File: src/rtl/qts_pkg.sv
// ----------------------------------------------------------------------------
// qts_pkg
// Types and constants shared by the quoted token splitter modules.
// ----------------------------------------------------------------------------
package qts_pkg;

  localparam int unsigned COUNT_WIDTH_DEF = 16;
  localparam int unsigned TOK_W           = 16;  // width of the reported token count
  localparam int unsigned MAX_RES         = 4;   // results one byte can cause
  localparam int unsigned RES_CNT_W       = 3;   // holds 0..MAX_RES

  localparam logic [7:0] CH_NUL    = 8'h00;
  localparam logic [7:0] CH_BSL    = 8'h5C;
  localparam logic [7:0] CH_DQ     = 8'h22;
  localparam logic [7:0] CH_SQ     = 8'h27;
  localparam logic [7:0] CH_DOLLAR = 8'h24;
  localparam logic [7:0] CH_SP     = 8'h20;
  localparam logic [7:0] CH_TAB    = 8'h09;
  localparam logic [7:0] CH_LF     = 8'h0A;
  localparam logic [7:0] CH_CR     = 8'h0D;

  typedef enum logic [1:0] {
    KIND_BYTE = 2'd0,
    KIND_END  = 2'd1,
    KIND_DONE = 2'd2
  } kind_e;

  typedef enum logic [2:0] {
    MODE_NORMAL = 3'd0,
    MODE_ESC    = 3'd1,
    MODE_DQ     = 3'd2,
    MODE_DQ_ESC = 3'd3,
    MODE_SQ     = 3'd4,
    MODE_SKIP   = 3'd5
  } mode_e;

  typedef struct packed {
    kind_e            kind;
    logic [7:0]       ch;
    logic [TOK_W-1:0] cnt;
    logic             last;
  } res_t;

  typedef struct packed {
    res_t [MAX_RES-1:0]   ev;
    logic [RES_CNT_W-1:0] n;
  } batch_t;

endpackage

File: src/rtl/qts_lexer.sv
// ----------------------------------------------------------------------------
// qts_lexer
// Lexer state and the per-byte step: decodes one byte against the current
// mode and builds the batch of results that byte causes.
// ----------------------------------------------------------------------------
module qts_lexer import qts_pkg::*; #(
  parameter int unsigned COUNT_WIDTH = COUNT_WIDTH_DEF
) (
  input  logic       clk_i,
  input  logic       rst_ni,
  input  logic       commit_i,
  input  logic [7:0] char_i,
  input  logic       eol_i,
  output batch_t     batch_o
);

  mode_e                  mode_q, mode_d, mode_c;
  logic                   forced_q, forced_d, forced_c;
  logic                   nonempty_q, nonempty_d;
  logic [COUNT_WIDTH-1:0] cnt_q, cnt_d;

  logic       add_a, add_b, flush_c;
  logic [7:0] byte_a, byte_b;
  batch_t     bat;

  function automatic logic [TOK_W-1:0] cnt_report(input logic [COUNT_WIDTH-1:0] c);
    if (COUNT_WIDTH > TOK_W && (c >> TOK_W) != '0) begin
      return '1;
    end
    return TOK_W'(c);
  endfunction

  // Character decode
  always_comb begin
    mode_c   = mode_q;
    forced_c = forced_q;
    add_a    = 1'b0;
    add_b    = 1'b0;
    byte_a   = char_i;
    byte_b   = char_i;
    flush_c  = 1'b0;
    if (char_i == CH_NUL) begin
      flush_c = (mode_q != MODE_SKIP);
      mode_c  = MODE_SKIP;
    end else begin
      unique case (mode_q)
        MODE_ESC: begin
          add_a  = 1'b1;
          mode_c = MODE_NORMAL;
        end
        MODE_DQ: begin
          if (char_i == CH_BSL) begin
            mode_c = MODE_DQ_ESC;
          end else if (char_i == CH_DQ) begin
            mode_c = MODE_NORMAL;
          end else begin
            add_a = 1'b1;
          end
        end
        MODE_DQ_ESC: begin
          // keep the backslash unless it escapes one of the special bytes
          if (char_i != CH_DOLLAR && char_i != CH_BSL && char_i != CH_DQ) begin
            add_a  = 1'b1;
            byte_a = CH_BSL;
            add_b  = 1'b1;
          end else begin
            add_a = 1'b1;
          end
          mode_c = MODE_DQ;
        end
        MODE_SQ: begin
          if (char_i == CH_SQ) begin
            mode_c = MODE_NORMAL;
          end else begin
            add_a = 1'b1;
          end
        end
        MODE_SKIP: begin
        end
        default: begin
          mode_c = MODE_NORMAL;
          if (char_i == CH_BSL) begin
            mode_c = MODE_ESC;
          end else if (char_i == CH_DQ) begin
            forced_c = 1'b1;
            mode_c   = MODE_DQ;
          end else if (char_i == CH_SQ) begin
            forced_c = 1'b1;
            mode_c   = MODE_SQ;
          end else if (char_i == CH_SP || char_i == CH_TAB ||
                       char_i == CH_LF || char_i == CH_CR) begin
            flush_c = 1'b1;
          end else begin
            add_a = 1'b1;
          end
        end
      endcase
    end
  end

  // Result assembly
  always_comb begin
    bat        = '0;
    mode_d     = mode_c;
    forced_d   = forced_c;
    nonempty_d = nonempty_q;
    cnt_d      = cnt_q;
    if (add_a) begin
      bat.ev[bat.n[1:0]] = '{kind: KIND_BYTE, ch: byte_a, cnt: cnt_report(cnt_d), last: 1'b0};
      bat.n              = bat.n + 1'b1;
      nonempty_d         = 1'b1;
    end
    if (add_b) begin
      bat.ev[bat.n[1:0]] = '{kind: KIND_BYTE, ch: byte_b, cnt: cnt_report(cnt_d), last: 1'b0};
      bat.n              = bat.n + 1'b1;
    end
    if ((flush_c || eol_i) && (forced_d || nonempty_d)) begin
      if (cnt_d != '1) begin
        cnt_d = cnt_d + 1'b1;
      end
      forced_d           = 1'b0;
      nonempty_d         = 1'b0;
      bat.ev[bat.n[1:0]] = '{kind: KIND_END, ch: 8'h00, cnt: cnt_report(cnt_d), last: 1'b0};
      bat.n              = bat.n + 1'b1;
    end
    if (eol_i) begin
      bat.ev[bat.n[1:0]] = '{kind: KIND_DONE, ch: 8'h00, cnt: cnt_report(cnt_d), last: 1'b0};
      bat.n              = bat.n + 1'b1;
      mode_d             = MODE_NORMAL;
      forced_d           = 1'b0;
      nonempty_d         = 1'b0;
      cnt_d              = '0;
    end
    if (bat.n != '0) begin
      bat.ev[2'(bat.n - 1'b1)].last = 1'b1;
    end
  end

  assign batch_o = bat;

  always_ff @(posedge clk_i or negedge rst_ni) begin
    if (!rst_ni) begin
      mode_q     <= MODE_NORMAL;
      forced_q   <= 1'b0;
      nonempty_q <= 1'b0;
      cnt_q      <= '0;
    end else if (commit_i) begin
      mode_q     <= mode_d;
      forced_q   <= forced_d;
      nonempty_q <= nonempty_d;
      cnt_q      <= cnt_d;
    end
  end

  // End of line returns the lexer to its reset state
  a_eol_clears: assert property (@(posedge clk_i) disable iff (!rst_ni)
    commit_i && eol_i |=> cnt_q == '0 && mode_q == MODE_NORMAL && !forced_q && !nonempty_q)
    else $error("lexer state not cleared after end of line");

  // Inside skip mode only end of line produces results
  a_skip_silent: assert property (@(posedge clk_i) disable iff (!rst_ni)
    mode_q == MODE_SKIP && !eol_i |-> batch_o.n == '0)
    else $error("results produced while skipping after NUL");

  // A committed batch never overflows its slots
  a_batch_size: assert property (@(posedge clk_i) disable iff (!rst_ni)
    commit_i |-> batch_o.n <= RES_CNT_W'(MAX_RES))
    else $error("batch larger than the result slots");

endmodule

File: src/rtl/quoted_token_splitter_top.sv
// ----------------------------------------------------------------------------
// quoted_token_splitter_top
// Splits a line, one byte per transaction, into shell-style tokens.
// ----------------------------------------------------------------------------
// Usage:
//   Input channel (in_valid_i / in_stall_o) carries one byte of a line and an
//   end_of_line flag on the final byte. Output channel (out_valid_o /
//   out_stall_i) carries results: token bytes, token ends and one line-done
//   result with the token count; last_o flags the final result of each byte.
//   A byte sits in an input register while the lexer decodes it; its results
//   (0 to 4) are loaded into a four-slot result register and leave one per
//   cycle unless the receiver stalls. The first result is valid once the byte's
//   batch is loaded. Throughput is one byte per cycle while each byte causes at
//   most one result and the receiver does not stall; a byte with several
//   results holds back the next byte that has results until its own drain.
//   Bytes that cause no result pass even while results drain.
//   When the receiver stalls, the result register holds and the input stalls
//   once the pending byte has results and the slots are still occupied.
//   Reset clears the lexer state, token count and all valid flags.
// ----------------------------------------------------------------------------
module quoted_token_splitter_top import qts_pkg::*; #(
  parameter int unsigned COUNT_WIDTH = COUNT_WIDTH_DEF
) (
  input  logic        clk_i,
  input  logic        rst_ni,
  input  logic        in_valid_i,
  output logic        in_stall_o,
  input  logic [7:0]  char_in_i,
  input  logic        end_of_line_i,
  output logic        out_valid_o,
  input  logic        out_stall_i,
  output logic [1:0]  kind_o,
  output logic [7:0]  char_out_o,
  output logic [15:0] tokens_so_far_o,
  output logic        last_o
);

  logic       vin_q;
  logic [7:0] char_q;
  logic       eol_q;

  res_t [MAX_RES-1:0]   ev_q;
  logic [RES_CNT_W-1:0] bcnt_q;

  batch_t res;
  logic   out_take, batch_free, commit;

  qts_lexer #(
    .COUNT_WIDTH(COUNT_WIDTH)
  ) u_lexer (
    .clk_i   (clk_i),
    .rst_ni  (rst_ni),
    .commit_i(commit),
    .char_i  (char_q),
    .eol_i   (eol_q),
    .batch_o (res)
  );

  assign out_valid_o = (bcnt_q != '0);
  assign out_take    = out_valid_o && !out_stall_i;
  assign batch_free  = (bcnt_q == '0) || (bcnt_q == RES_CNT_W'(1) && out_take);
  assign commit      = vin_q && (res.n == '0 || batch_free);
  assign in_stall_o  = vin_q && !commit;

  // Input register
  always_ff @(posedge clk_i or negedge rst_ni) begin
    if (!rst_ni) begin
      vin_q <= 1'b0;
    end else if (!in_stall_o) begin
      vin_q <= in_valid_i;
    end
  end

  always_ff @(posedge clk_i) begin
    if (!in_stall_o && in_valid_i) begin
      char_q <= char_in_i;
      eol_q  <= end_of_line_i;
    end
  end

  // Result slots: load a fresh batch, or advance to the next slot
  always_ff @(posedge clk_i or negedge rst_ni) begin
    if (!rst_ni) begin
      bcnt_q <= '0;
    end else if (commit && res.n != '0) begin
      bcnt_q <= res.n;
    end else if (out_take) begin
      bcnt_q <= bcnt_q - 1'b1;
    end
  end

  always_ff @(posedge clk_i) begin
    if (commit && res.n != '0) begin
      ev_q <= res.ev;
    end else if (out_take) begin
      for (int i = 0; i < MAX_RES - 1; i++) begin
        ev_q[i] <= ev_q[i+1];
      end
    end
  end

  assign kind_o          = ev_q[0].kind;
  assign char_out_o      = ev_q[0].ch;
  assign tokens_so_far_o = ev_q[0].cnt;
  assign last_o          = ev_q[0].last;

  a_last_matches_slot: assert property (@(posedge clk_i) disable iff (!rst_ni)
    out_valid_o |-> (last_o == (bcnt_q == RES_CNT_W'(1))))
    else $error("last flag does not match the final slot");

  a_no_overwrite: assert property (@(posedge clk_i) disable iff (!rst_ni)
    commit && res.n != '0 |-> batch_free)
    else $error("batch loaded over pending results");

  a_stall_needs_item: assert property (@(posedge clk_i) disable iff (!rst_ni)
    in_stall_o |-> vin_q && res.n != '0 && !batch_free)
    else $error("input stalled without a blocked transaction");

endmodule

File: config.mk
export PLATFORM = sky130hd
export DESIGN_NAME = quoted_token_splitter_top
export DESIGN_NICKNAME = d
export VERILOG_FILES = /design/src/rtl/qts_pkg.sv /design/src/rtl/qts_lexer.sv /design/src/rtl/quoted_token_splitter_top.sv
export SDC_FILE = /design/constraint.sdc
export NUM_CORES = 1
export LEC_CHECK = 0
export BUFFER_PORTS_ARGS = -buffer_cell sky130_fd_sc_hd__buf_2
export CAP_MARGIN = 20
export CELL_PAD_IN_SITES_DETAIL_PLACEMENT = 1
export CELL_PAD_IN_SITES_GLOBAL_PLACEMENT = 1
export CORE_MARGIN = 5
export CORE_UTILIZATION = 52
export CTS_BUF_LIST = sky130_fd_sc_hd__clkbuf_16
export CTS_CLUSTER_SIZE = 25
export DETAILED_ROUTE_END_ITERATION = 7
export PLACE_DENSITY_LB_ADDON = 0.05
export SLEW_MARGIN = 30
export SYNTH_ARGS = -nofsm -noshare
export SYNTH_HDL_FRONTEND = slang
export SYNTH_SLANG_ARGS = --single-unit
File: constraint.sdc
create_clock -name clk_i -period 17.75 [get_ports clk_i]
set_input_delay 1.775 -clock clk_i [delete_from_list [all_inputs] [get_ports clk_i]]
set_output_delay 1.775 -clock clk_i [all_outputs]
set_load 0.01 [all_outputs]
==> flow_summary.html, run 1 <==
<table>
<tr><th>Metric</th><th>Value</th></tr>
<tr><th colspan="2">Routing</th></tr>
<tr><td>DRC violation total after the first TritonRoute iteration</td><td>443</td></tr>
<tr><td>Routed length per placed instance</td><td>between 20 and 25 µm</td></tr>
<tr><td>Number of design rule violations left after detail routing</td><td>0</td></tr>
<tr><td>Router iterations before antenna repair</td><td>5</td></tr>
<tr><td>Total Wirelength</td><td>18900 µm</td></tr>
<tr><td>Routed via count</td><td>5571</td></tr>
<tr><td>Detailed-route vias per instance</td><td>6.07</td></tr>
<tr><td>Antenna Violating Nets Remaining</td><td>0</td></tr>
<tr><th colspan="2">Floorplanning</th></tr>
<tr><td>Ports placed on the boundary</td><td>42</td></tr>
<tr><td>Die Width</td><td>approximately 130 µm</td></tr>
<tr><td>Row Count</td><td>42</td></tr>
<tr><td>Height of the die</td><td>approximately 130 µm</td></tr>
<tr><td>Starting utilization of the core area</td><td>53.2%</td></tr>
<tr><td>Area of the die</td><td>16000 µm²</td></tr>
<tr><td>Floorplan Core Area</td><td>13300 µm²</td></tr>
<tr><th colspan="2">Logic synthesis</th></tr>
<tr><td>Post-synthesis cell area</td><td>roughly 7100 µm²</td></tr>
<tr><td>Post-synthesis net count</td><td>768</td></tr>
<tr><td>Share of synthesized flip-flops with an asynchronous set or reset</td><td>19.8%</td></tr>
<tr><td>Number of standard cells after synthesis</td><td>743</td></tr>
<tr><td>Number of flops mapped to enable cells by yosys</td><td>between 100 and 150</td></tr>
<tr><td>Share of synthesized area occupied by flip-flops and latches</td><td>51.8%</td></tr>
<tr><td>Per-instance average area after synthesis</td><td>9.51 µm²</td></tr>
<tr><td>Total number of yosys warnings</td><td>0</td></tr>
<tr><td>Predominant post-synthesis flop cell</td><td>edfxtp_1</td></tr>
<tr><td>Count of state elements after synthesis</td><td>126</td></tr>
<tr><td>Cell variety after synth</td><td>63</td></tr>
<tr><th colspan="2">Clocking</th></tr>
<tr><td>Count of buffers added by post-CTS timing repair for setup</td><td>0</td></tr>
<tr><td>Number of buffers created by CTS</td><td>17</td></tr>
<tr><td>Number of buffers inserted for hold repair after clock tree synthesis</td><td>0</td></tr>
<tr><td>Clock tree from TritonCTS</td><td>built</td></tr>
<tr><td>Max Buffers Root-to-Sink</td><td>2</td></tr>
<tr><td>CTS Root Cell</td><td>clkbuf_16</td></tr>
<tr><td>Latest clock arrival within the worst-skew pair</td><td>between 0.4 and 0.5 ns</td></tr>
<tr><td>Total number of clock tree sinks</td><td>126</td></tr>
<tr><td>Clock input transition at the sequential cells of the worst setup and hold paths</td><td>0.06 ns</td></tr>
<tr><td>H-tree Lvls</td><td>4</td></tr>
<tr><td>CTS resizes</td><td>0</td></tr>
<tr><th colspan="2">Power</th></tr>
<tr><td>Peak ir drop on the vdd network</td><td>0.146 mV</td></tr>
<tr><td>LEAKAGE</td><td>2.90 nW</td></tr>
<tr><td>Pwr Total</td><td>around 1.5 mW</td></tr>
<tr><td>Power per unit of standard cell area</td><td>185 nW/µm²</td></tr>
<tr><th colspan="2">STA</th></tr>
<tr><td>Max Slew Vio Count</td><td>0</td></tr>
<tr><td>Transition time at the pin with the least slew margin</td><td>0.998 ns</td></tr>
<tr><td>Peak clock frequency supported by timing</td><td>0.139 GHz</td></tr>
<tr><td>Worst Slack Setup Final</td><td>10.55 ns</td></tr>
<tr><td>Worst clock skew</td><td>slightly below 0.009 ns</td></tr>
<tr><td>Final setup violating endpoints</td><td>0</td></tr>
<tr><td>Normalized max-slew margin</td><td>33.0%</td></tr>
<tr><td>RSZ-0062 raised after global routing</td><td>false</td></tr>
<tr><td>TNS Setup</td><td>0 ns</td></tr>
<tr><td>Final worst path period need</td><td>approximately 7 ns</td></tr>
<tr><td>Final worst-path cycle share</td><td>40.6%</td></tr>
<tr><td>Final number of hold-violating endpoints</td><td>0</td></tr>
<tr><th colspan="2">Setup path</th></tr>
<tr><td>Maximum single-stage delay on the critical path</td><td>0.77 ns</td></tr>
<tr><td>Cell seen most often among critical-path stages</td><td>ha_1</td></tr>
<tr><td>Worst flop-to-flop path startpoint</td><td>char_q[5]</td></tr>
<tr><td>Highest net fanout along the worst path</td><td>14</td></tr>
<tr><td>Kind of start point of the critical path</td><td>flop</td></tr>
<tr><td>Destination of the worst register-to-register timing path</td><td>ev_q[34]</td></tr>
<tr><td>Depth of the worst register-to-register path</td><td>16</td></tr>
<tr><td>Slowest stage cell, crit path</td><td>a311oi_1</td></tr>
<tr><td>Cell breakdown of the critical path</td><td>and3b_1 -&gt; and3_1 -&gt; a311oi_1 -&gt; nand2b_1 -&gt; ha_1 -&gt; xnor2_1 -&gt; ha_1 -&gt; inv_1 -&gt; ha_1 -&gt; nand2_1 -&gt; o32ai_1 -&gt; mux2_4 -&gt; nor3b_1 -&gt; buf_2</td></tr>
<tr><td>Setup crit end kind</td><td>primary output</td></tr>
<tr><td>Data required time at the worst endpoint</td><td>15.97 ns</td></tr>
<tr><td>Kind of critical path</td><td>reg2out</td></tr>
<tr><td>Register-to-Register Setup Slack</td><td>11.02 ns</td></tr>
<tr><td>Critical path arrival</td><td>roughly 5.4 ns</td></tr>
<tr><th colspan="2">Global routing</th></tr>
<tr><td>Layer with the highest usage after global routing</td><td>met2</td></tr>
<tr><td>Wire length of the first global-routing pass</td><td>30500 µm</td></tr>
<tr><td>Via count of the first global-routing pass</td><td>5612</td></tr>
<tr><td>Met1 capacity usage during global routing</td><td>approximately 34%</td></tr>
<tr><td>Residual overflow from global routing</td><td>0</td></tr>
<tr><td>Total routing usage reported by global routing</td><td>24.3%</td></tr>
<tr><td>Met3 demand-to-capacity share in global routing</td><td>4.62%</td></tr>
<tr><td>Antenna violations before repair</td><td>0</td></tr>
<tr><td>Largest net degree at the start of global routing</td><td>105</td></tr>
<tr><td>Met2 demand-to-capacity share in global routing</td><td>39.3%</td></tr>
<tr><th colspan="2">Placed design</th></tr>
<tr><td>Buffers added on ports</td><td>41</td></tr>
<tr><td>Setup slack at placement</td><td>10.96 ns</td></tr>
<tr><td>Routability congestion estimate</td><td>about 0.87</td></tr>
<tr><td>Post-detailed-placement half-perimeter wirelength</td><td>12500 µm</td></tr>
<tr><th colspan="2">Finish</th></tr>
<tr><td>Final design utilization</td><td>roughly 59%</td></tr>
<tr><td>Final net count</td><td>754</td></tr>
<tr><td>Layout overhead on the synthesized area</td><td>11.0%</td></tr>
<tr><td>Layout cells sized above 1</td><td>12.0%</td></tr>
<tr><td>Most frequent cells in the layout</td><td>nand2_1, edfxtp_1, nor2_1, a21oi_1, o21ai_1</td></tr>
<tr><td>N_diodes</td><td>0</td></tr>
<tr><td>Most common cell after layout, fill and taps aside</td><td>nand2_1</td></tr>
<tr><th colspan="2">Worst hold path</th></tr>
<tr><td>Endpoint, Worst Hold</td><td>char_out_o[5]</td></tr>
<tr><td>Hold Path Class</td><td>reg2reg</td></tr>
<tr><td>Hold Path Stages</td><td>2</td></tr>
<tr><td>Launch point of the worst hold path</td><td>ev_q[49]</td></tr>
<tr><th colspan="2">Run status</th></tr>
<tr><td>Outcome</td><td>complete, no violations</td></tr>
<tr><th colspan="2">Flow run</th></tr>
<tr><td>Number of max-cap violations</td><td>0</td></tr>
</table>
power by group:
group | total [mW] | internal [mW] | switching, mW
Combinational | 0.491 | 0.151 | 0.339
Clock | 0.411 | 0.277 | 0.133
Sequential | 0.553 | 0.495 | 0.0577
sequential cells by signal, indices dropped and copies added, names as in the netlist:
| signal | count |
|---|---|
| u_lexer.cnt_q | 16 |
| u_lexer.nonempty_q | 1 |
| char_q | 8 |
| u_lexer.mode_q | 3 |
| ev_q | 65 |
| eol_q | 1 |
| tokens_so_far_o | 16 |
| kind_o | 2 |
| vin_q | 1 |
| bcnt_q | 3 |
| last_o | 1 |
| char_out_o | 8 |
| u_lexer.forced_q | 1 |
through the flow:
stage | hold slack [ns] | std cells | area (µm²)
after floorplan | 0.478 | 743 | 7070
after global placement | 0.494 | 884 | 7110
after detailed placement | 0.508 | 885 | 7140
after CTS | 0.522 | 917 | 7830
after global routing | 0.545 | 918 | 7850
final | 0.518 | 918 | 7850
how the worst max path moves through the flow:
stage,from,endpoint
6_report,char_q[5],in_stall_o
5_1_grt,char_q[0],in_stall_o
4_1_cts,char_q[1],in_stall_o
3_5_place_dp,char_q[5],in_stall_o
3_3_place_gp,char_q[1],ev_q[36]
2_1_floorplan,char_q[4],in_stall_o
area by class of cell:
| class | count | area [µm²] |
|---|---|---|
| Timing Repair Buffer | 48 | 278 |
| Sequential cell | 126 | 3660 |
| Fill cell | 1497 | 5450 |
| Multi-Input combinational cell | 520 | 2940 |
| Tap cell | 176 | 220 |
| Inverter | 16 | 60.1 |
| Clock inverter | 15 | 264 |
| Clock buffer | 17 | 425 |
logic make-up after synthesis:
logic type      Yosys count  share of synthesized area [%]
compound gates          204                           17.9
xor+xnor                 13                           1.61
fa+ha+maj                12                           2.12
buf+inv                  97                           6.92
flops                   126                           51.8
mux                       5                          0.779
simple gates            286                           18.9
layer usage:
metal	share of wire (%)	wire length, µm	vias to the layer above
met1	46	8620	2770
met2	48	9150	153
met4	1.5	281	0
met5	0	0	-
li1	-	-	2625
met3	4.7	889	23
cell usage after synthesis (3+ instances only):
library cell / count / area (µm²)
o22ai_1: 4 / 25.0
a21oi_1: 52 / 260
o21a_1: 5 / 37.5
xor2_1: 6 / 52.6
or2_2: 4 / 25.0
nand4_1: 3 / 18.8
o221ai_1: 4 / 35.0
inv_1: 15 / 56.3
or3_1: 4 / 25.0
edfxtp_1: 101 / 3030
and2_1: 13 / 81.3
mux2i_1: 4 / 40.0
nand3_1: 21 / 105
nand2b_1: 9 / 56.3
o21ai_1: 43 / 215
buf_4: 26 / 195
and3_1: 3 / 18.8
o2bb2ai_1: 15 / 131
a31oi_1: 4 / 25.0
ha_1: 12 / 150
buf_2: 9 / 45.0
o31ai_1: 10 / 75.1
nand3b_1: 6 / 45.0
nor3_1: 21 / 105
a221o_1: 9 / 90.1
clkbuf_1: 41 / 154
nor2_1: 70 / 263
o21ai_0: 36 / 180
nor4_1: 5 / 31.3
nor3b_1: 3 / 22.5
xnor2_1: 7 / 61.3
dfrtp_1: 25 / 626
o211ai_1: 3 / 22.5
nand2_1: 110 / 413
critical path, delay by kind of cell (launching register included):
kind            cells  cell delay [ns]
simple gates        5             1.24
fa+ha+maj           3             1.15
compound gates      2             0.90
xor+xnor            1             0.64
flops               1             0.52
mux                 1             0.31
buf+inv             2             0.25
Note: power is estimated with default switching activity, not from simulation.
==> run 2: changes to the inputs <==
- CORE_UTILIZATION: 52 -> 43
- clock period: 17.75 -> 6.2 ns (I/O delays scaled with it)
==> flow_summary.html, run 2 (same netlist as run 1, synthesis figures left out) <==
<table>
<tr><th>Metric</th><th>Value</th></tr>
<tr><th colspan="2">Run status</th></tr>
<tr><td>Outcome</td><td>complete, no violations</td></tr>
<tr><th colspan="2">Global routing</th></tr>
<tr><td>Total routing usage reported by global routing</td><td>20.5% (-3.8 points)</td></tr>
<tr><td>Largest net degree at the start of global routing</td><td>74 (-30%)</td></tr>
<tr><td>Wire length of the first global-routing pass</td><td>31400 µm (+2.9%)</td></tr>
<tr><td>Via count of the first global-routing pass</td><td>5684 (+1.3%)</td></tr>
<tr><td>Residual overflow from global routing</td><td>0 (unchanged)</td></tr>
<tr><td>Antenna violations before repair</td><td>0 (unchanged)</td></tr>
<tr><th colspan="2">Power</th></tr>
<tr><td>Power per unit of standard cell area</td><td>507 nW/µm² (+170%)</td></tr>
<tr><td>LEAKAGE</td><td>2.91 nW (+0.41%)</td></tr>
<tr><td>Peak ir drop on the vdd network</td><td>0.492 mV (+240%)</td></tr>
<tr><th colspan="2">STA</th></tr>
<tr><td>Final number of hold-violating endpoints</td><td>0 (unchanged)</td></tr>
<tr><td>Final worst-path cycle share</td><td>91.5%</td></tr>
<tr><td>Peak clock frequency supported by timing</td><td>roughly 0.18 GHz</td></tr>
<tr><td>Normalized max-slew margin</td><td>38.6% (+5.5 points)</td></tr>
<tr><td>Max Slew Vio Count</td><td>0 (unchanged)</td></tr>
<tr><td>Worst hold slack</td><td>0.205 ns (-0.313 ns)</td></tr>
<tr><td>Worst Slack Setup Final</td><td>0.526 ns (-10.02 ns)</td></tr>
<tr><td>Worst clock skew</td><td>0.00876 ns (-0.000188 ns)</td></tr>
<tr><td>Transition time at the pin with the least slew margin</td><td>0.913 ns (-0.0848 ns)</td></tr>
<tr><td>Final worst path period need</td><td>about 5.7 ns</td></tr>
<tr><td>RSZ-0062 raised after global routing</td><td>false</td></tr>
<tr><td>Final setup violating endpoints</td><td>0 (unchanged)</td></tr>
<tr><td>TNS Setup</td><td>0 ns (unchanged)</td></tr>
<tr><th colspan="2">Routing</th></tr>
<tr><td>Routed via count</td><td>5576 (+0.090%)</td></tr>
<tr><td>Total Wirelength</td><td>19500 µm (+2.8%)</td></tr>
<tr><td>Antenna Violating Nets Remaining</td><td>0 (unchanged)</td></tr>
<tr><td>Number of design rule violations left after detail routing</td><td>0 (unchanged)</td></tr>
<tr><td>Router iterations before antenna repair</td><td>4 (-1)</td></tr>
<tr><td>Routed length per placed instance</td><td>20.0 µm (-2.9%)</td></tr>
<tr><td>Detailed-route vias per instance</td><td>5.74 (-5.5%)</td></tr>
<tr><td>DRC violation total after the first TritonRoute iteration</td><td>419 (-5.4%)</td></tr>
<tr><th colspan="2">Floorplanning</th></tr>
<tr><td>Area of the die</td><td>19100 µm² (+19%)</td></tr>
<tr><td>Row Count</td><td>46 (+9.5%)</td></tr>
<tr><td>Floorplan Core Area</td><td>16000 µm² (+20%)</td></tr>
<tr><td>Die Width</td><td>138 µm (+9.2%)</td></tr>
<tr><td>Starting utilization of the core area</td><td>44.2% (-9.0 points)</td></tr>
<tr><td>Height of the die</td><td>138 µm (+9.2%)</td></tr>
<tr><td>Ports placed on the boundary</td><td>42 (unchanged)</td></tr>
<tr><th colspan="2">Clocking</th></tr>
<tr><td>Count of buffers added by post-CTS timing repair for setup</td><td>0 (unchanged)</td></tr>
<tr><td>Clock tree from TritonCTS</td><td>built</td></tr>
<tr><td>H-tree Lvls</td><td>4 (unchanged)</td></tr>
<tr><td>Number of buffers created by CTS</td><td>17 (unchanged)</td></tr>
<tr><td>Total number of clock tree sinks</td><td>126 (unchanged)</td></tr>
<tr><td>Number of buffers inserted for hold repair after clock tree synthesis</td><td>0 (unchanged)</td></tr>
<tr><td>Max Buffers Root-to-Sink</td><td>2 (unchanged)</td></tr>
<tr><td>Clock input transition at the sequential cells of the worst setup and hold paths</td><td>0.06 ns (about the same)</td></tr>
<tr><td>CTS resizes</td><td>0 (unchanged)</td></tr>
<tr><td>Latest clock arrival within the worst-skew pair</td><td>0.43 ns (about the same)</td></tr>
<tr><td>CTS Root Cell</td><td>clkbuf_16</td></tr>
<tr><th colspan="2">Finish</th></tr>
<tr><td>Most common cell after layout, fill and taps aside</td><td>nand2_1</td></tr>
<tr><td>Most frequent cells in the layout</td><td>nand2_1, edfxtp_1, nor2_1, a21oi_1, o21ai_1</td></tr>
<tr><td>Area of all placed cells without fillers</td><td>7900 µm² (+0.64%)</td></tr>
<tr><td>Layout overhead on the synthesized area</td><td>11.7%</td></tr>
<tr><td>Layout cells sized above 1</td><td>13.8% (+1.8 points)</td></tr>
<tr><td>Flip-flop count of the largest register, all copies and words added</td><td>65 (unchanged)</td></tr>
<tr><td>Largest Register</td><td>ev_q</td></tr>
<tr><td>Final net count</td><td>768 (+1.9%)</td></tr>
<tr><td>N_diodes</td><td>0 (unchanged)</td></tr>
<tr><th colspan="2">Setup path</th></tr>
<tr><td>Kind of critical path</td><td>reg2out</td></tr>
<tr><td>Data required time at the worst endpoint</td><td>5.58 ns (-10.39 ns)</td></tr>
<tr><td>Highest net fanout along the worst path</td><td>14 (unchanged)</td></tr>
<tr><td>Setup crit end kind</td><td>primary output</td></tr>
<tr><td>Critical path arrival</td><td>5.05 ns (-0.38 ns)</td></tr>
<tr><td>Kind of start point of the critical path</td><td>flop</td></tr>
<tr><th colspan="2">Placed design</th></tr>
<tr><td>Routability congestion estimate</td><td>0.868 (-0.58%)</td></tr>
<tr><td>Setup slack at placement</td><td>0.732 ns (-10.23 ns)</td></tr>
<tr><td>Buffers added on ports</td><td>41 (unchanged)</td></tr>
<tr><td>Post-detailed-placement half-perimeter wirelength</td><td>13700 µm (+10%)</td></tr>
<tr><td>Standard cell area after detailed placement</td><td>7310 µm² (+2.4%)</td></tr>
<tr><th colspan="2">Worst hold path</th></tr>
<tr><td>Hold Path Class</td><td>in2async</td></tr>
<tr><th colspan="2">Flow run</th></tr>
<tr><td>Number of max-cap violations</td><td>0 (unchanged)</td></tr>
</table>
run 2: worst paths after layout:
| kind | end | slack [ns] | from | cells after the start |
|---|---|---|---|---|
| setup / recovery | in_stall_o | 0.53 | char_q[4] | 17 |
| hold / removal | bcnt_q[0] | 0.21 | rst_ni | 1 |
| setup reg to reg | ev_q[66] | 0.69 | char_q[4] | 19 |
| hold reg to reg | u_lexer.forced_q | 0.52 | u_lexer.forced_q | 2 |
| max in group asynchronous | u_lexer.cnt_q[7] | 5.58 | rst_ni | 1 |
| min in group clk_i | char_q[1] | 0.36 | char_in_i[1] | 1 |
run 2: cell type report:
class | count | area [µm²]
clock inverter | 15 | 150
multi-input combinational | 520 | 2930
clock buffer | 17 | 425
timing repair buffer | 62 | 404
tap | 216 | 270
inverter | 16 | 60.1
sequential | 126 | 3660
fill | 1843 | 8100
run 2: report_power, final:
group	total, mW	internal [mW]	switching (mW)
Clock	0.973	0.588	0.385
Sequential	1.59	1.42	0.175
Combinational	1.44	0.493	0.944
run 2: worst max-delay path, cell delays in order (launching register included):
cell and delay [ns]:
edfxtp_1 0.46, or3_1 0.52, or3_1 0.43, a2111oi_2 0.36
nor3_1 0.15, and2_1 0.25, inv_1 0.07, ha_1 0.37
xnor2_1 0.22, buf_4 0.19, ha_1 0.18, inv_1 0.05
ha_1 0.32, nand2_1 0.10, o32ai_1 0.13, mux2_4 0.31
nor3b_1 0.31, buf_2 0.21
run 2: metal layers:
metal | vias to the layer above | part of all wire [%] | routed length [µm] | global-route usage [%]
met3 | 18 | 5.1 | 1000 | 4.76
met4 | 0 | 0.89 | 173 | 4.89
met2 | 133 | 44 | 8610 | 31.0
met5 | - | 0 | 0 | 0
li1 | 2662 | - | - | -
met1 | 2763 | 50 | 9700 | 30.0
run 2: stage by stage:
| step | total power [mW] | util, % | cells |
|---|---|---|---|
| 6_report | 4.00 | 49.4 | 972 |
| 2_1_floorplan | 2.62 | - | 743 |
| 3_5_place_dp | 3.05 | 45.7 | 939 |
| 5_1_grt | 4.25 | 49.4 | 972 |
| 4_1_cts | 4.04 | 49.3 | 971 |
| 3_3_place_gp | 2.98 | 45.7 | 939 |
==> run 3: changes to the inputs <==
- CORE_UTILIZATION: 43 -> 46
- SYNTH_HIERARCHICAL: default -> 1
==> flow_summary.html, run 3 <==
<table>
<tr><th>Metric</th><th>Value</th></tr>
<tr><th colspan="2">Logic synthesis</th></tr>
<tr><td>Number of standard cells after synthesis</td><td>714 (-3.9%)</td></tr>
<tr><td>Cell variety after synth</td><td>81 (+29%)</td></tr>
<tr><td>Count of state elements after synthesis</td><td>142 (+13%)</td></tr>
<tr><td>Total number of yosys warnings</td><td>6 (+6)</td></tr>
<tr><td>Biggest area consumer among synthesized cells</td><td>edfxtp_1</td></tr>
<tr><td>Area share of the leading cell type in the synthesized netlist</td><td>42.5% (-0.41 points)</td></tr>
<tr><td>Share of synthesized area occupied by flip-flops and latches</td><td>50.1% (-1.7 points)</td></tr>
<tr><td>Per-instance average area after synthesis</td><td>11.6 µm² (+22%)</td></tr>
<tr><td>Most repeated cell in the gate-level netlist after synthesis</td><td>edfxtp_1</td></tr>
<tr><td>Post-synthesis cell area</td><td>8270 µm² (+17%)</td></tr>
<tr><td>Synth top cells by count</td><td>edfxtp_1, mux2_2, buf_4</td></tr>
<tr><td>Predominant post-synthesis flop cell</td><td>edfxtp_1</td></tr>
<tr><td>Share of synthesized flip-flops with an asynchronous set or reset</td><td>17.6% (-2.2 points)</td></tr>
<tr><td>Cell types occupying the most area after synthesis</td><td>edfxtp_1, mux2_2, dfrtp_1</td></tr>
<tr><td>Number of flops mapped to enable cells by yosys</td><td>117 (+16%)</td></tr>
<tr><th colspan="2">Finish</th></tr>
<tr><td>Final net count</td><td>747 (-2.7%)</td></tr>
<tr><td>Most frequent cells in the layout</td><td>edfxtp_1, mux2_2, buf_2, nand2_1</td></tr>
<tr><td>Area of all placed cells without fillers</td><td>9020 µm² (+14%)</td></tr>
<tr><td>Final design utilization</td><td>50.5% (+1.2 points)</td></tr>
<tr><td>Flip-flop count of the largest register, all copies and words added</td><td>81 (+25%)</td></tr>
<tr><td>Final Non-Filler Cells</td><td>962 (-1.0%)</td></tr>
<tr><td>Layout overhead on the synthesized area</td><td>9.05%</td></tr>
<tr><td>FILL cells</td><td>1886 (+2.3%)</td></tr>
<tr><td>Most common cell after layout, fill and taps aside</td><td>edfxtp_1</td></tr>
<tr><td>Layout cells sized above 1</td><td>25.5% (+12 points)</td></tr>
<tr><td>N_diodes</td><td>0 (unchanged)</td></tr>
<tr><td>Largest Register</td><td>ev_q</td></tr>
<tr><th colspan="2">Setup path</th></tr>
<tr><td>Destination of the worst register-to-register timing path</td><td>tokens_so_far_o[13]</td></tr>
<tr><td>Worst setup path endpoint</td><td>tokens_so_far_o[13]</td></tr>
<tr><td>Kind of critical path</td><td>reg2reg</td></tr>
<tr><td>Highest net fanout along the worst path</td><td>61 (+47)</td></tr>
<tr><td>Data required time at the worst endpoint</td><td>6.38 ns (+0.80 ns)</td></tr>
<tr><td>Critical path arrival</td><td>5.88 ns (+0.83 ns)</td></tr>
<tr><td>Kind of start point of the critical path</td><td>flop</td></tr>
<tr><td>Register-to-Register Setup Slack</td><td>0.50 ns (-0.19 ns)</td></tr>
<tr><td>Setup crit end kind</td><td>flop</td></tr>
<tr><td>Depth of the worst register-to-register path</td><td>18 (-1)</td></tr>
<tr><td>Beginning of the critical path</td><td>char_q[4]</td></tr>
<tr><td>Worst flop-to-flop path startpoint</td><td>char_q[4]</td></tr>
<tr><th colspan="2">Clocking</th></tr>
<tr><td>Clock tree from TritonCTS</td><td>built</td></tr>
<tr><td>H-tree Lvls</td><td>4 (unchanged)</td></tr>
<tr><td>Number of buffers created by CTS</td><td>17 (unchanged)</td></tr>
<tr><td>CTS Root Cell</td><td>clkbuf_16</td></tr>
<tr><td>Number of buffers inserted for hold repair after clock tree synthesis</td><td>0 (unchanged)</td></tr>
<tr><td>Count of buffers added by post-CTS timing repair for setup</td><td>0 (unchanged)</td></tr>
<tr><td>Clock input transition at the sequential cells of the worst setup and hold paths</td><td>0.07 ns (about the same)</td></tr>
<tr><td>CTS resizes</td><td>0 (unchanged)</td></tr>
<tr><td>Total number of clock tree sinks</td><td>142 (+13%)</td></tr>
<tr><td>Latest clock arrival within the worst-skew pair</td><td>0.43 ns (about the same)</td></tr>
<tr><td>Max Buffers Root-to-Sink</td><td>2 (unchanged)</td></tr>
<tr><th colspan="2">Routing</th></tr>
<tr><td>Routed via count</td><td>5667 (+1.6%)</td></tr>
<tr><td>DRC violation total after the first TritonRoute iteration</td><td>435 (+3.8%)</td></tr>
<tr><td>Antenna Violating Nets Remaining</td><td>0 (unchanged)</td></tr>
<tr><td>Detailed-route vias per instance</td><td>5.89 (+2.7%)</td></tr>
<tr><td>Number of design rule violations left after detail routing</td><td>0 (unchanged)</td></tr>
<tr><td>Total Wirelength</td><td>19800 µm (+1.7%)</td></tr>
<tr><td>Router iterations before antenna repair</td><td>5 (+1)</td></tr>
<tr><td>Routed length per placed instance</td><td>20.6 µm (+2.8%)</td></tr>
<tr><th colspan="2">Power</th></tr>
<tr><td>Pwr Total</td><td>5.48 mW (+37%)</td></tr>
<tr><td>Peak ir drop on the vdd network</td><td>0.378 mV (-23%)</td></tr>
<tr><td>LEAKAGE</td><td>3.25 nW (+12%)</td></tr>
<tr><td>Net switching power</td><td>2.22 mW (+48%)</td></tr>
<tr><td>Gate power share</td><td>46.3% (+10 points)</td></tr>
<tr><td>Sequential share of power</td><td>34.3% (-5.5 points)</td></tr>
<tr><td>Power per unit of standard cell area</td><td>608 nW/µm² (+20%)</td></tr>
<tr><td>Part of the power in the clock network</td><td>19.3% (-5.0 points)</td></tr>
<tr><td>Proportion of total power due to net switching</td><td>40.5% (+3.0 points)</td></tr>
<tr><td>Cell internal pwr</td><td>3.26 mW (+31%)</td></tr>
<tr><th colspan="2">STA</th></tr>
<tr><td>Final number of hold-violating endpoints</td><td>0 (unchanged)</td></tr>
<tr><td>Final worst-path cycle share</td><td>91.9% (+0.37 points)</td></tr>
<tr><td>TNS Setup</td><td>0 ns (unchanged)</td></tr>
<tr><td>Worst hold slack</td><td>0.235 ns (+0.0290 ns)</td></tr>
<tr><td>Final setup violating endpoints</td><td>0 (unchanged)</td></tr>
<tr><td>Max Slew Vio Count</td><td>0 (unchanged)</td></tr>
<tr><td>Peak clock frequency supported by timing</td><td>0.176 GHz (-0.41%)</td></tr>
<tr><td>RSZ-0062 raised after global routing</td><td>false</td></tr>
<tr><td>Worst Slack Setup Final</td><td>0.503 ns (-0.0232 ns)</td></tr>
<tr><td>Worst clock skew</td><td>0.0121 ns (+0.00332 ns)</td></tr>
<tr><td>Final worst path period need</td><td>5.70 ns (+0.0232 ns)</td></tr>
<tr><td>Transition time at the pin with the least slew margin</td><td>0.939 ns (+0.0261 ns)</td></tr>
<tr><td>Normalized max-slew margin</td><td>36.9% (-1.7 points)</td></tr>
<tr><th colspan="2">Global routing</th></tr>
<tr><td>Residual overflow from global routing</td><td>0 (unchanged)</td></tr>
<tr><td>Largest net degree at the start of global routing</td><td>62 (-16%)</td></tr>
<tr><td>Total routing usage reported by global routing</td><td>20.0% (-0.53 points)</td></tr>
<tr><td>Via count of the first global-routing pass</td><td>5801 (+2.1%)</td></tr>
<tr><td>Wire length of the first global-routing pass</td><td>32000 µm (+1.9%)</td></tr>
<tr><td>Antenna violations before repair</td><td>0 (unchanged)</td></tr>
<tr><th colspan="2">Placed design</th></tr>
<tr><td>Post-detailed-placement half-perimeter wirelength</td><td>13600 µm (-1.1%)</td></tr>
<tr><td>Setup slack at placement</td><td>0.570 ns (-0.162 ns)</td></tr>
<tr><td>Routability congestion estimate</td><td>0.877 (+1.1%)</td></tr>
<tr><td>Buffers added on ports</td><td>41 (unchanged)</td></tr>
<tr><td>Number of placed instances with taps included</td><td>930 (-0.96%)</td></tr>
<tr><td>Standard cell area after detailed placement</td><td>8420 µm² (+15%)</td></tr>
<tr><th colspan="2">Floorplanning</th></tr>
<tr><td>Row Count</td><td>49 (+6.5%)</td></tr>
<tr><td>Ports placed on the boundary</td><td>42 (unchanged)</td></tr>
<tr><td>Floorplan Core Area</td><td>17800 µm² (+12%)</td></tr>
<tr><td>Area of the die</td><td>20800 µm² (+8.6%)</td></tr>
<tr><td>Starting utilization of the core area</td><td>46.3% (+2.2 points)</td></tr>
<tr><td>Die Width</td><td>144 µm (+4.2%)</td></tr>
<tr><td>Height of the die</td><td>144 µm (+4.2%)</td></tr>
<tr><th colspan="2">Flow run</th></tr>
<tr><td>Number of max-cap violations</td><td>0 (unchanged)</td></tr>
<tr><th colspan="2">Worst hold path</th></tr>
<tr><td>Hold Path Class</td><td>in2async</td></tr>
<tr><th colspan="2">Run status</th></tr>
<tr><td>Outcome</td><td>complete, no violations</td></tr>
</table>
==> run 3: worst min-delay path by stage <==
stage	end	cells past startpoint	slack, ns	start
6_report	u_lexer/mode_q[1]	1	0.23	rst_ni
4_1_cts	u_lexer/mode_q[1]	1	0.25	rst_ni
3_5_place_dp	ev_q[73]	1	0.52	ev_q[100]
5_1_grt	u_lexer/mode_q[1]	1	0.30	rst_ni
2_1_floorplan	bcnt_q[0]	0	0.32	rst_ni
3_3_place_gp	ev_q[74]	1	0.50	ev_q[101]
==> run 3: worst max-delay path, stage by stage (launching register included) <==
cell,delay [ns]
edfxtp_1,0.46
or3_1,0.44
o32a_1,0.39
o21ai_2,0.19
nor2_1,0.12
o21ai_2,0.17
inv_2,0.18
ha_1,0.59
inv_1,0.20
xnor2_2,0.31
ha_1,0.23
inv_1,0.05
ha_1,0.32
mux2i_1,0.39
o31ai_4,0.13
a211oi_4,0.31
buf_4,0.23
buf_12,0.31
mux2_2,0.39
==> run 3: area by class of cell <==
type                       instances  area, µm²  area share [%]
sequential                       142       4140            45.9
clock inverter                    15        174            1.93
tap                              229        287            3.18
inverter                          34        128            1.42
clock buffer                      17        425            4.72
multi-input combinational        471       3520            39.1
timing repair buffer              54        340            3.77
==> run 3: per-layer routing <==
layer	track usage [%]	share of wire, %	wire [µm]	vias up
li1	-	-	-	2648
met1	28.0	48	9520	2891
met2	31.5	47	9230	104
met3	3.74	3.7	732	24
met4	6.54	1.7	336	0
met5	0	0	0	-
==> run 3: power groups by stage <==
stage	combinational (mW)	clock (mW)	sequential [mW]
finish	2.54	1.06	1.88
floorplan	2.01	0	1.80
CTS	2.56	1.08	1.89
global placement	2.46	0	1.89
global route	2.77	1.13	1.93
detailed placement	2.54	0	1.91
==> run 3: cells by family (layout without fill, tap and decap cells) <==
| kind of cell | after synthesis | after routing | synth area share (%) |
|---|---|---|---|
| and+or+nand+nor | 173 | 173 | 11.2 |
| AOI/OAI and AO/OA | 168 | 168 | 15.3 |
| DFF | 142 | 142 | 50.1 |
| buffers and inverters | 116 | 120 | 8.04 |
| muxes | 88 | 88 | 11.9 |
| adders and majority gates | 14 | 14 | 2.12 |
| xor gates and xnor gates | 12 | 12 | 1.36 |
| other | 1 | 16 | 0.0454 |
